[src/sv/echo_distance_color_ramp_defines.svh]
// Assertion macros shared by the echo distance color ramp RTL.
`ifndef ECHO_DISTANCE_COLOR_RAMP_DEFINES_SVH
`define ECHO_DISTANCE_COLOR_RAMP_DEFINES_SVH

`ifndef SYNTHESIS

`define ECR_ASSERT(label, prop, msg) \
    label: assert property (@(posedge clk) disable iff (!rst_n) (prop)) else $error(msg);

`define ECR_ASSERT_IMP(label, ante, cons, msg) \
    label: assert property (@(posedge clk) disable iff (!rst_n) (ante) |-> (cons)) \
        else $error(msg);

`define ECR_ASSERT_NEXT(label, ante, cons, msg) \
    label: assert property (@(posedge clk) disable iff (!rst_n) (ante) |=> (cons)) \
        else $error(msg);

`else

`define ECR_ASSERT(label, prop, msg)

`define ECR_ASSERT_IMP(label, ante, cons, msg)

`define ECR_ASSERT_NEXT(label, ante, cons, msg)

`endif

`endif

[src/sv/ecr_pkg.sv]
// Types and constants shared by the echo distance color ramp modules.
package ecr_pkg;

    localparam int ECHO_W = 20;
    localparam int DIST_W = 11;
    localparam int RGB_W  = 8;
    localparam int PROD_W = 25;
    localparam int QUO_W  = DIST_W;
    localparam int DVD_W  = 19;
    localparam int DSR_W  = DIST_W + QUO_W - 1;
    localparam int CNT_W  = 4;
    localparam int ADDR_W = 4;
    localparam int DATA_W = 32;

    localparam int OUTLIER_MM  = 2000;
    localparam int DIST_DIV    = 100;
    localparam int SOUND_MUL   = 17;
    localparam int OUTLIER_PROD = (OUTLIER_MM + 1) * DIST_DIV;
    localparam logic [RGB_W-1:0] FULL_SCALE = 8'd255;

    localparam logic [DIST_W-1:0] NEAR_RST = 11'd100;
    localparam logic [DIST_W-1:0] MID_RST  = 11'd300;
    localparam logic [DIST_W-1:0] FAR_RST  = 11'd500;

    typedef enum logic [1:0] {
        REG_NEAR = 2'd0,
        REG_MID  = 2'd1,
        REG_FAR  = 2'd2,
        REG_NONE = 2'd3
    } reg_idx_t;

    typedef struct packed {
        logic [DIST_W-1:0] near_mm;
        logic [DIST_W-1:0] mid_mm;
        logic [DIST_W-1:0] far_mm;
    } cfg_t;

    typedef struct packed {
        logic              start;
        logic              long_q;
        logic [DVD_W-1:0]  dividend;
        logic [DIST_W-1:0] divisor;
    } div_req_t;

    typedef struct packed {
        logic             busy;
        logic             done;
        logic [QUO_W-1:0] quo;
    } div_rsp_t;

    typedef enum logic [5:0] {
        S_IDLE  = 6'b000001,
        S_DIST  = 6'b000010,
        S_CLAMP = 6'b000100,
        S_SEG   = 6'b001000,
        S_RAMP  = 6'b010000,
        S_DONE  = 6'b100000
    } state_t;

endpackage

[src/sv/ecr_regs.sv]
// APB configuration registers for the near, mid and far distance limits.
module ecr_regs (
    input  logic                        clk,
    input  logic                        rst_n,
    input  logic                        psel,
    input  logic                        penable,
    input  logic                        pwrite,
    input  logic [ecr_pkg::ADDR_W-1:0]  paddr,
    input  logic [ecr_pkg::DATA_W-1:0]  pwdata,
    output logic [ecr_pkg::DATA_W-1:0]  prdata,
    output logic                        pready,
    output ecr_pkg::cfg_t               cfg
);
    import ecr_pkg::*;

    cfg_t     cfg_reg;
    reg_idx_t idx;
    logic     wr_en;

    assign idx    = reg_idx_t'(paddr[ADDR_W-1:2]);
    assign wr_en  = psel & penable & pwrite;
    assign pready = 1'b1;
    assign cfg    = cfg_reg;

    always_ff @(posedge clk or negedge rst_n)
    begin
        if (!rst_n)
        begin
            cfg_reg.near_mm <= NEAR_RST;
            cfg_reg.mid_mm  <= MID_RST;
            cfg_reg.far_mm  <= FAR_RST;
        end
        else if (wr_en)
        begin
            unique case (idx)
                REG_NEAR: cfg_reg.near_mm <= pwdata[DIST_W-1:0];
                REG_MID:  cfg_reg.mid_mm  <= pwdata[DIST_W-1:0];
                REG_FAR:  cfg_reg.far_mm  <= pwdata[DIST_W-1:0];
                default:  ;
            endcase
        end
    end

    always_comb
    begin
        unique case (idx)
            REG_NEAR: prdata = DATA_W'(cfg_reg.near_mm);
            REG_MID:  prdata = DATA_W'(cfg_reg.mid_mm);
            REG_FAR:  prdata = DATA_W'(cfg_reg.far_mm);
            default:  prdata = '0;
        endcase
    end

endmodule

[src/sv/ecr_div.sv]
// Bit-serial restoring divider, one quotient bit per cycle.
module ecr_div (
    input  logic                clk,
    input  logic                rst_n,
    input  ecr_pkg::div_req_t   req,
    output ecr_pkg::div_rsp_t   rsp
);
    import ecr_pkg::*;

    logic [DVD_W-1:0] rem_reg;
    logic [DSR_W-1:0] dsr_reg;
    logic [QUO_W-1:0] quo_reg;
    logic [CNT_W-1:0] cnt_reg;
    logic             active_reg;
    logic             done_reg;
    logic [DSR_W:0]   diff;
    logic             ge;

    // The divisor sits in a shift register aligned to the current quotient bit.
    assign diff = {1'b0, {(DSR_W-DVD_W){1'b0}}, rem_reg} - {1'b0, dsr_reg};
    assign ge   = ~diff[DSR_W];

    assign rsp.busy = active_reg;
    assign rsp.done = done_reg;
    assign rsp.quo  = quo_reg;

    always_ff @(posedge clk or negedge rst_n)
    begin
        if (!rst_n)
        begin
            active_reg <= 1'b0;
            done_reg   <= 1'b0;
            cnt_reg    <= '0;
        end
        else
        begin
            done_reg <= 1'b0;
            if (req.start)
            begin
                active_reg <= 1'b1;
                cnt_reg    <= req.long_q ? CNT_W'(QUO_W - 1) : CNT_W'(RGB_W - 1);
            end
            else if (active_reg)
            begin
                cnt_reg <= cnt_reg - 1'b1;
                if (cnt_reg == '0)
                begin
                    active_reg <= 1'b0;
                    done_reg   <= 1'b1;
                end
            end
        end
    end

    always_ff @(posedge clk)
    begin
        if (req.start)
        begin
            rem_reg <= req.dividend;
            quo_reg <= '0;
            if (req.long_q)
                dsr_reg <= DSR_W'(req.divisor) << (QUO_W - 1);
            else
                dsr_reg <= DSR_W'(req.divisor) << (RGB_W - 1);
        end
        else if (active_reg)
        begin
            rem_reg <= ge ? diff[DVD_W-1:0] : rem_reg;
            quo_reg <= {quo_reg[QUO_W-2:0], ge};
            dsr_reg <= dsr_reg >> 1;
        end
    end

endmodule

[src/sv/echo_distance_color_ramp.sv]
// Top level: echo time to clamped distance and a two-segment color gradient.
// One echo item yields one color item. The distance is a quotient of a shared
// bit-serial divider (floor(17*echo/100)), and the ramp value is a second
// quotient of the same divider; accept, clamp, segment select and output load
// are separate states. Outlier echoes skip the distance division, and zero or
// empty spans skip the ramp division, so these finish sooner. A new item is
// taken as soon as the previous one is in the output register, even if that
// result has not yet been taken. Registers near_mm, mid_mm and far_mm live at
// byte addresses 0, 4 and 8 of the APB port.
`include "echo_distance_color_ramp_defines.svh"

module echo_distance_color_ramp (
    input  logic                         clk,
    input  logic                         rst_n,
    input  logic                         psel,
    input  logic                         penable,
    input  logic                         pwrite,
    input  logic [ecr_pkg::ADDR_W-1:0]   paddr,
    input  logic [ecr_pkg::DATA_W-1:0]   pwdata,
    output logic [ecr_pkg::DATA_W-1:0]   prdata,
    output logic                         pready,
    input  logic                         in_valid,
    output logic                         in_ready,
    input  logic [ecr_pkg::ECHO_W-1:0]   echo_us,
    output logic                         out_valid,
    input  logic                         out_ready,
    output logic [ecr_pkg::RGB_W-1:0]    red,
    output logic [ecr_pkg::RGB_W-1:0]    green,
    output logic [ecr_pkg::RGB_W-1:0]    blue,
    output logic [ecr_pkg::DIST_W-1:0]   range_mm
);
    import ecr_pkg::*;

    cfg_t              cfg;
    div_req_t          div_req;
    div_rsp_t          div_rsp;
    state_t            state_reg, state_next;

    logic [DIST_W-1:0] dist_reg;
    logic [DIST_W-1:0] last_range_reg;
    logic [RGB_W-1:0]  t_reg;
    logic              seg1_reg, seg2_reg;
    logic [RGB_W-1:0]  red_reg, green_reg, blue_reg;
    logic [DIST_W-1:0] range_reg;
    logic              out_valid_reg;

    logic [PROD_W-1:0] prod;
    logic              outlier;
    logic              accept;
    logic [DIST_W-1:0] clamped;
    logic              seg1, seg2;
    logic [DIST_W-1:0] lo, hi, span, off;
    logic [DVD_W-1:0]  num;
    logic              load_out;

    ecr_regs u_regs (
        .clk     (clk),
        .rst_n   (rst_n),
        .psel    (psel),
        .penable (penable),
        .pwrite  (pwrite),
        .paddr   (paddr),
        .pwdata  (pwdata),
        .prdata  (prdata),
        .pready  (pready),
        .cfg     (cfg)
    );

    ecr_div u_div (
        .clk   (clk),
        .rst_n (rst_n),
        .req   (div_req),
        .rsp   (div_rsp)
    );

    // 17*echo as a shift and add; the distance exceeds the outlier limit exactly
    // when this product reaches (limit+1)*100.
    assign prod    = PROD_W'({echo_us, 4'b0000}) + PROD_W'(echo_us);
    assign outlier = (prod >= PROD_W'(OUTLIER_PROD));
    assign in_ready = (state_reg == S_IDLE);
    assign accept   = in_valid & in_ready;

    always_comb
    begin
        if (dist_reg < cfg.near_mm)
            clamped = cfg.near_mm;
        else if (dist_reg > cfg.far_mm)
            clamped = cfg.far_mm;
        else
            clamped = dist_reg;
    end

    assign seg1 = (cfg.near_mm <= dist_reg) && (dist_reg <= cfg.mid_mm);
    assign seg2 = (cfg.mid_mm <= dist_reg) && (dist_reg <= cfg.far_mm);
    assign lo   = seg1 ? cfg.near_mm : cfg.mid_mm;
    assign hi   = seg1 ? cfg.mid_mm : cfg.far_mm;
    assign span = hi - lo;
    assign off  = dist_reg - lo;
    assign num  = DVD_W'({off, 8'b0000_0000}) - DVD_W'(off);

    always_comb
    begin
        div_req.start    = 1'b0;
        div_req.long_q   = (state_reg == S_IDLE);
        div_req.dividend = num;
        div_req.divisor  = span;
        if (state_reg == S_IDLE)
        begin
            div_req.start    = accept & ~outlier;
            div_req.dividend = prod[DVD_W-1:0];
            div_req.divisor  = DIST_W'(DIST_DIV);
        end
        else if (state_reg == S_SEG)
        begin
            div_req.start = (seg1 | seg2) && (span != '0);
        end
    end

    assign load_out = (state_reg == S_DONE) && (!out_valid_reg || out_ready);

    always_comb
    begin
        state_next = state_reg;
        unique case (state_reg)
            S_IDLE:
            begin
                if (accept)
                    state_next = outlier ? S_CLAMP : S_DIST;
            end
            S_DIST:
            begin
                if (div_rsp.done)
                    state_next = S_CLAMP;
            end
            S_CLAMP: state_next = S_SEG;
            S_SEG:   state_next = div_req.start ? S_RAMP : S_DONE;
            S_RAMP:
            begin
                if (div_rsp.done)
                    state_next = S_DONE;
            end
            S_DONE:
            begin
                if (load_out)
                    state_next = S_IDLE;
            end
            default: state_next = S_IDLE;
        endcase
    end

    always_ff @(posedge clk or negedge rst_n)
    begin
        if (!rst_n)
        begin
            state_reg      <= S_IDLE;
            out_valid_reg  <= 1'b0;
            last_range_reg <= '0;
        end
        else
        begin
            state_reg <= state_next;
            if (state_reg == S_CLAMP)
                last_range_reg <= clamped;
            if (load_out)
                out_valid_reg <= 1'b1;
            else if (out_ready)
                out_valid_reg <= 1'b0;
        end
    end

    always_ff @(posedge clk)
    begin
        if (accept && outlier)
            dist_reg <= last_range_reg;
        else if (state_reg == S_DIST && div_rsp.done)
            dist_reg <= div_rsp.quo;
        else if (state_reg == S_CLAMP)
            dist_reg <= clamped;

        if (state_reg == S_SEG)
        begin
            seg1_reg <= seg1;
            seg2_reg <= seg2 & ~seg1;
            t_reg    <= FULL_SCALE;
        end
        else if (state_reg == S_RAMP && div_rsp.done)
            t_reg <= div_rsp.quo[RGB_W-1:0];

        if (load_out)
        begin
            range_reg <= dist_reg;
            red_reg   <= seg1_reg ? (FULL_SCALE - t_reg) : '0;
            blue_reg  <= seg2_reg ? t_reg : '0;
            if (seg1_reg)
                green_reg <= t_reg;
            else if (seg2_reg)
                green_reg <= FULL_SCALE - t_reg;
            else
                green_reg <= '0;
        end
    end

    assign out_valid = out_valid_reg;
    assign red       = red_reg;
    assign green     = green_reg;
    assign blue      = blue_reg;
    assign range_mm  = range_reg;

    `ECR_ASSERT_IMP(a_ready_div_idle, in_ready, !div_rsp.busy, "divider busy while taking an item")
    `ECR_ASSERT_IMP(a_done_state, div_rsp.done, (state_reg == S_DIST) || (state_reg == S_RAMP), "divider finished outside a divide step")
    `ECR_ASSERT_IMP(a_dist_limit, div_rsp.done && (state_reg == S_DIST), div_rsp.quo <= DIST_W'(OUTLIER_MM), "distance quotient above outlier limit")
    `ECR_ASSERT_NEXT(a_load_range, load_out, out_valid && (range_mm == last_range_reg), "result range differs from stored range")

endmodule
[config.mk]
export PLATFORM = sky130hd
export DESIGN_NAME = echo_distance_color_ramp
export DESIGN_NICKNAME = d
export VERILOG_FILES = /design/src/sv/ecr_pkg.sv /design/src/sv/ecr_regs.sv /design/src/sv/ecr_div.sv /design/src/sv/echo_distance_color_ramp.sv
export VERILOG_INCLUDE_DIRS = /design/src /design/src/sv
export SDC_FILE = /design/constraint.sdc
export NUM_CORES = 1
export LEC_CHECK = 0
export BUFFER_PORTS_ARGS = -buffer_cell sky130_fd_sc_hd__buf_2
export CAP_MARGIN = 20
export CORE_ASPECT_RATIO = 1.25
export CORE_MARGIN = 3
export CORE_UTILIZATION = 48
export DETAILED_ROUTE_END_ITERATION = 7
export GPL_TIMING_DRIVEN = 0
export HOLD_SLACK_MARGIN = 0.1
export PLACE_DENSITY = 0.67
export SKIP_CTS_REPAIR_TIMING = 1
export SYNTH_ARGS = -nofsm -noshare
export SYNTH_HDL_FRONTEND = slang
export SYNTH_SLANG_ARGS = --single-unit
[constraint.sdc]
create_clock -name clk -period 9.6 [get_ports clk]
set_input_delay 1.92 -clock clk [delete_from_list [all_inputs] [get_ports clk]]
set_output_delay 1.92 -clock clk [all_outputs]
set_load 0.05 [all_outputs]
==> impl_metrics.yaml, run 1 <==
outcome:
  status: "finished clean"
logic_synthesis:
  async_flop_share_pct: 34.8
  syn_area_per_cell_um2: 9.68
  synth_cell_types: 92
  synthFlopType: "edfxtp_1"
  synth_edf_count: 88
  ys_ff_latch: 164
  syn-cell-area_mm2: 0.0117
  yosysSeqAreaShare_pct: 38.2
  syn_inst: 1207
  yosys_warnings: 0
critical_path:
  worstPathMaxFanout: 10
  crit_path_start: "dist_reg[5]"
  worst-r2r-setup-slack_ns: 0.99
  r2r-start: "dist_reg[5]"
  critPathCaptureType: "flip-flop"
  reg2reg_depth: 32
  cp.arrival_ns: 8.78
  timing.rr.end: "u_div.rem_reg[18]"
  crit_slowest_cell: "a2111oi_4"
  startpoint_type: "flip-flop"
  path_class: "reg2reg"
  critPathRequiredTime_ns: 9.78
  max_stage_delay_ns: 0.51
  setup.worst_path.end: "u_div.rem_reg[18]"
sta:
  max_freq_mhz: 116
  drv_slew: 0
  finClkSkew_ns: 0.0154
  rsz0062_at_grt: "false"
  tns_ns: 0
  period_minus_slack_ns: 8.61
  slew_headroom_pct: 25.9
  worstMarginPinSlew_ns: 1.11
  setup_viol: 0
  fin_crit_sh_pct: 89.7
  timing.hold.ws_ns: 0.511
  hold_violations: 0
worst_hold_path:
  hold_path_class: "reg2reg"
clock_tree:
  cts-root-buf: "clkbuf_16"
  clkSinkCount: 164
  clk_pin_slew_ns: 0.07
  cts-buffers-inserted: 17
  htreeDepth: 4
  clk-insertion-delay-late_ns: 0.43
  clockBufferDepth: 2
  cts_tree: "yes"
placed_design:
  gp_congestion: 0.924
  hpwl_um: 24200
  port_buffers: 86
  placed_area_mm2: 0.0127
routing:
  first_iter_violations: 620
  ant_nets: 0
  vias: 9522
  post_drt_wl_per_cell_um: 18.6
  vias_per_cell: 5.69
  finalWirelength_um: 31000
  drtPass1Iterations: 5
  route.detailed.drc: 0
floorplan:
  die_area_mm2: 0.0263
  die_x_um: 146
  ios: 133
  fp.dieH_um: 180
  fp-row-count: 63
  core_area_mm2: 0.0238
  start_util_pct: 49.1
grt:
  grt_overflow: 0
  antenna_found_initial: 0
  grt_max_degree: 40
  grt_usage_pct: 23.5
  grt_pass1_wl_um: 49600
  grt_pass1_vias: 9240
finish:
  layout-drive-gt1-share_pct: 17.8
  design.final.nets: 1493
  fin_area_mm2: 0.0133
  final_util_pct: 55.7
  layout_common_cells: "127 x nand2_1, 95 x buf_2, 91 x ha_1"
  final_common_cell: "nand2_1"
  largest_register_ffs: 33
  fillers: 2196
  antennaDiodeCount: 0
  area_delta_synth_final_pct: 13.4
run:
  maxCapViolCount: 0
pwr:
  power_w: 0.00510
  p_per_area_mw_per_mm2: 385
  ir_drop_mv: 0.206
  p_leak_nw: 5.80
[through the flow]
step | std cells | setup WS, ns
after global placement | 1639 | 1.32
after CTS | 1673 | 1.09
after global routing | 1673 | 0.473
final | 1673 | 0.993
after floorplan | 1228 | 2.62
after detailed placement | 1641 | 1.13
[routing by layer]
layer	GRT usage (%)	wire length, um
met1	30.1	13300
met2	40.5	15200
met3	3.19	1240
met4	9.27	1210
met5	0	0
[worst min-delay path by stage]
| stage | endpoint | cells after the start | slack, ns | start |
|---|---|---|---|---|
| after floorplan | range_mm[5] | 0 | 0.45 | dist_reg[5] |
| after global placement | u_div.quo_reg[10] | 2 | 0.48 | u_div.quo_reg[10] |
| after detailed placement | u_div.quo_reg[10] | 2 | 0.48 | u_div.quo_reg[10] |
| after CTS | last_range_reg[3] | 1 | 0.52 | last_range_reg[3] |
| after global routing | last_range_reg[3] | 1 | 0.53 | last_range_reg[3] |
| final | last_range_reg[4] | 1 | 0.51 | last_range_reg[4] |
[critical path, delay by kind of cell (launching register included)]
family                     cells  cell delay (ns)
AOI/OAI and AO/OA             14             3.21
buffers and inverters          6             1.79
adders and majority gates      4             1.35
and+or+nand+nor                6             1.11
DFF                            1             0.46
xor gates and xnor gates       2             0.40
[Yosys cell counts (19+ instances only)]
master	count	share of area, %
a21o_1	19	1.2
a21oi_1	60	2.6
buf_4	24	1.5
clkbuf_1	27	0.87
dfrtp_1	43	9.2
dfxtp_1	19	3.3
edfxtp_1	88	23
ha_1	91	9.7
inv_1	74	2.4
mux2_2	32	3.1
mux2i_1	57	4.9
nand2_1	127	4.1
nand3_1	40	1.7
nor2_1	62	2.0
nor3_1	19	0.81
o21ai_0	86	3.7
xnor2_1	32	2.4
xor2_1	30	2.2
[final cells by class]
class | count | area (um2) | share of cell area [%]
Multi-Input combinational cell | 924 | 6660 | 50.2
Sequential cell | 164 | 4470 | 33.7
Timing Repair Buffer | 88 | 470 | 3.55
Clock buffer | 20 | 447 | 3.37
Tap cell | 325 | 407 | 3.07
Buffer | 63 | 362 | 2.73
Inverter | 77 | 289 | 2.18
Clock inverter | 12 | 158 | 1.19
[cell families after synthesis]
kind of cell,count (synthesis),share of synthesized area [%]
buf+inv,140,5.57
xor+xnor,62,4.65
fa+ha+maj,95,10.4
simple gates,349,14.7
mux,89,7.96
flops,164,38.2
other cells,2,0.0643
compound gates,306,18.4
[power by group]
group	leakage, nW	switching (W)	internal (W)
logic	3.85	0.00188	0.00122
clock network	0.298	0.000312	0.000402
registers	1.65	0.000213	0.00106
Note: power is estimated with default switching activity, not from simulation.
==> run 2: changes to the inputs <==
Settings changed: CORE_UTILIZATION 48 to 55, PLACE_DENSITY 0.67 to 0.75.
==> run 2 against run 1 <==
Clock skew decreased by 0.0035 ns. Sequential share of layout area increased by 0.14 points. Routed wire length decreased by 1.3%. First-iteration DRC count increased by 9.0%.
==> impl_metrics.yaml, run 2 (synthesis gave the netlist of run 1 again) <==
sta:
  drv_slew: 0
  max_freq_mhz: 117
  hold_violations: 0
  tns_ns: 0
  rsz0062_at_grt: "false"
  setup_viol: 0
  worstMarginPinSlew_ns: 0.979
  finClkSkew_ns: 0.0119
  setup_ws_ns: 1.03
  period_minus_slack_ns: 8.57
  fin_crit_sh_pct: 89.3
  slew_headroom_pct: 34.6
clock_tree:
  cts-buffers-inserted: 17
  clk-insertion-delay-late_ns: 0.43
  cts-root-buf: "clkbuf_16"
  clkSinkCount: 164
  htreeDepth: 4
  cts_tree: "yes"
  clk_pin_slew_ns: 0.07
  clockBufferDepth: 2
worst_hold_path:
  min_path_cells: 1
  hold_path_class: "reg2reg"
  hold_end: "last_range_reg[8]"
  hp-start: "last_range_reg[8]"
run:
  maxCapViolCount: 0
pwr:
  ir_drop_mv: 0.240
  p_leak_nw: 5.80
  power_w: 0.00510
  p_per_area_mw_per_mm2: 386
floorplan:
  die_area_mm2: 0.0230
  core_area_mm2: 0.0208
  fp.dieH_um: 169
  die_x_um: 136
  ios: 133
  fp-row-count: 59
  start_util_pct: 56.1
finish:
  layout-drive-gt1-share_pct: 17.8
  final_util_pct: 63.4
  stdcell_count: 1622
  final_common_cell: "nand2_1"
  layout_common_cells: "127 x nand2_1, 95 x buf_2, 91 x ha_1"
  area_delta_synth_final_pct: 12.9
  fillers: 1738
  largest_register_ffs: 33
  design.final.nets: 1493
  antennaDiodeCount: 0
grt:
  grt_max_degree: 39
  met3_usage_pct: 2.97
  top_usage_layer: "met2"
  grt_usage_pct: 26.9
  grt_overflow: 0
  grt_util_met1_pct: 33.0
  grt_pass1_wl_um: 48500
  met2_usage_pct: 47.4
  grt_pass1_vias: 9261
  antenna_found_initial: 0
outcome:
  status: "finished clean"
routing:
  first_iter_violations: 676
  finalWirelength_um: 30600
  drtPass1Iterations: 5
  vias_per_cell: 5.93
  ant_nets: 0
  post_drt_wl_per_cell_um: 18.9
  route.detailed.drc: 0
  vias: 9621
critical_path:
  cp.arrival_ns: 8.74
  reg2reg_depth: 31
  r2r-start: "dist_reg[5]"
  critPathRequiredTime_ns: 9.77
  startpoint_type: "flip-flop"
  path_class: "reg2reg"
  worstPathMaxFanout: 10
  crit_slowest_cell: "nor3_2"
  timing.rr.end: "u_div.rem_reg[18]"
  max_stage_delay_ns: 0.54
  critPathCaptureType: "flip-flop"
  worst-r2r-setup-slack_ns: 1.03
placed_design:
  placed_cells: 1589
  hpwl_um: 23900
  port_buffers: 86
  gp_congestion: 0.932
  preCtsSetupSlack_ns: 1.15
## run 2: cell count changes in the layout (fill, tap and decap cells not counted), sizes merged
cell	delta
clkinv	+1
inv	-3
bufinv	+1
clkinvlp	+1
## run 2: worst max-delay path, delay by kind of cell (launching register included)
kind | cells | cell delay (ns)
flops | 1 | 0.46
simple gates | 7 | 1.62
xor+xnor | 2 | 0.38
compound gates | 12 | 2.56
fa+ha+maj | 4 | 1.35
buf+inv | 6 | 1.90
## run 2: layer usage
metal | vias up | share of wire (%)
li1 | 4649 | -
met1 | 4585 | 41
met2 | 318 | 50
met3 | 69 | 4.7
met4 | 0 | 4.4
met5 | - | 0
## run 2: worst max path at each step
stage,startpoint,cells after the start,to,slack [ns]
after floorplan,dist_reg[5],32,u_div.rem_reg[18],2.62
after global placement,dist_reg[5],31,u_div.rem_reg[18],1.27
after detailed placement,dist_reg[5],31,u_div.rem_reg[18],1.15
after CTS,dist_reg[5],31,u_div.rem_reg[18],1.12
after global routing,dist_reg[5],32,u_div.rem_reg[18],0.37
final,dist_reg[5],31,u_div.rem_reg[18],1.03
## run 2: where the power goes
group,internal (W),total (W),switching [W]
clock network,0.000423,0.000718,0.000295
registers,0.00106,0.00127,0.000213
logic,0.00123,0.00311,0.00188
total,0.00271,0.00510,0.00239
## run 2: area by class of cell
cell class | count | area (um2) | area share (%)
Buffer | 63 | 362 | 2.74
Tap cell | 274 | 343 | 2.60
Inverter | 77 | 289 | 2.19
Multi-Input combinational cell | 924 | 6660 | 50.4
Sequential cell | 164 | 4470 | 33.8
Clock buffer | 20 | 447 | 3.38
Timing Repair Buffer | 88 | 465 | 3.53
Clock inverter | 12 | 170 | 1.29
## run 2: stage by stage
| stage | hold slack, ns | area [um2] |
|---|---|---|
| floorplan | 0.452 | 11800 |
| global placement | 0.489 | 12500 |
| detailed placement | 0.496 | 12600 |
| CTS | 0.512 | 13200 |
| global route | 0.519 | 13200 |
| finish | 0.506 | 13200 |
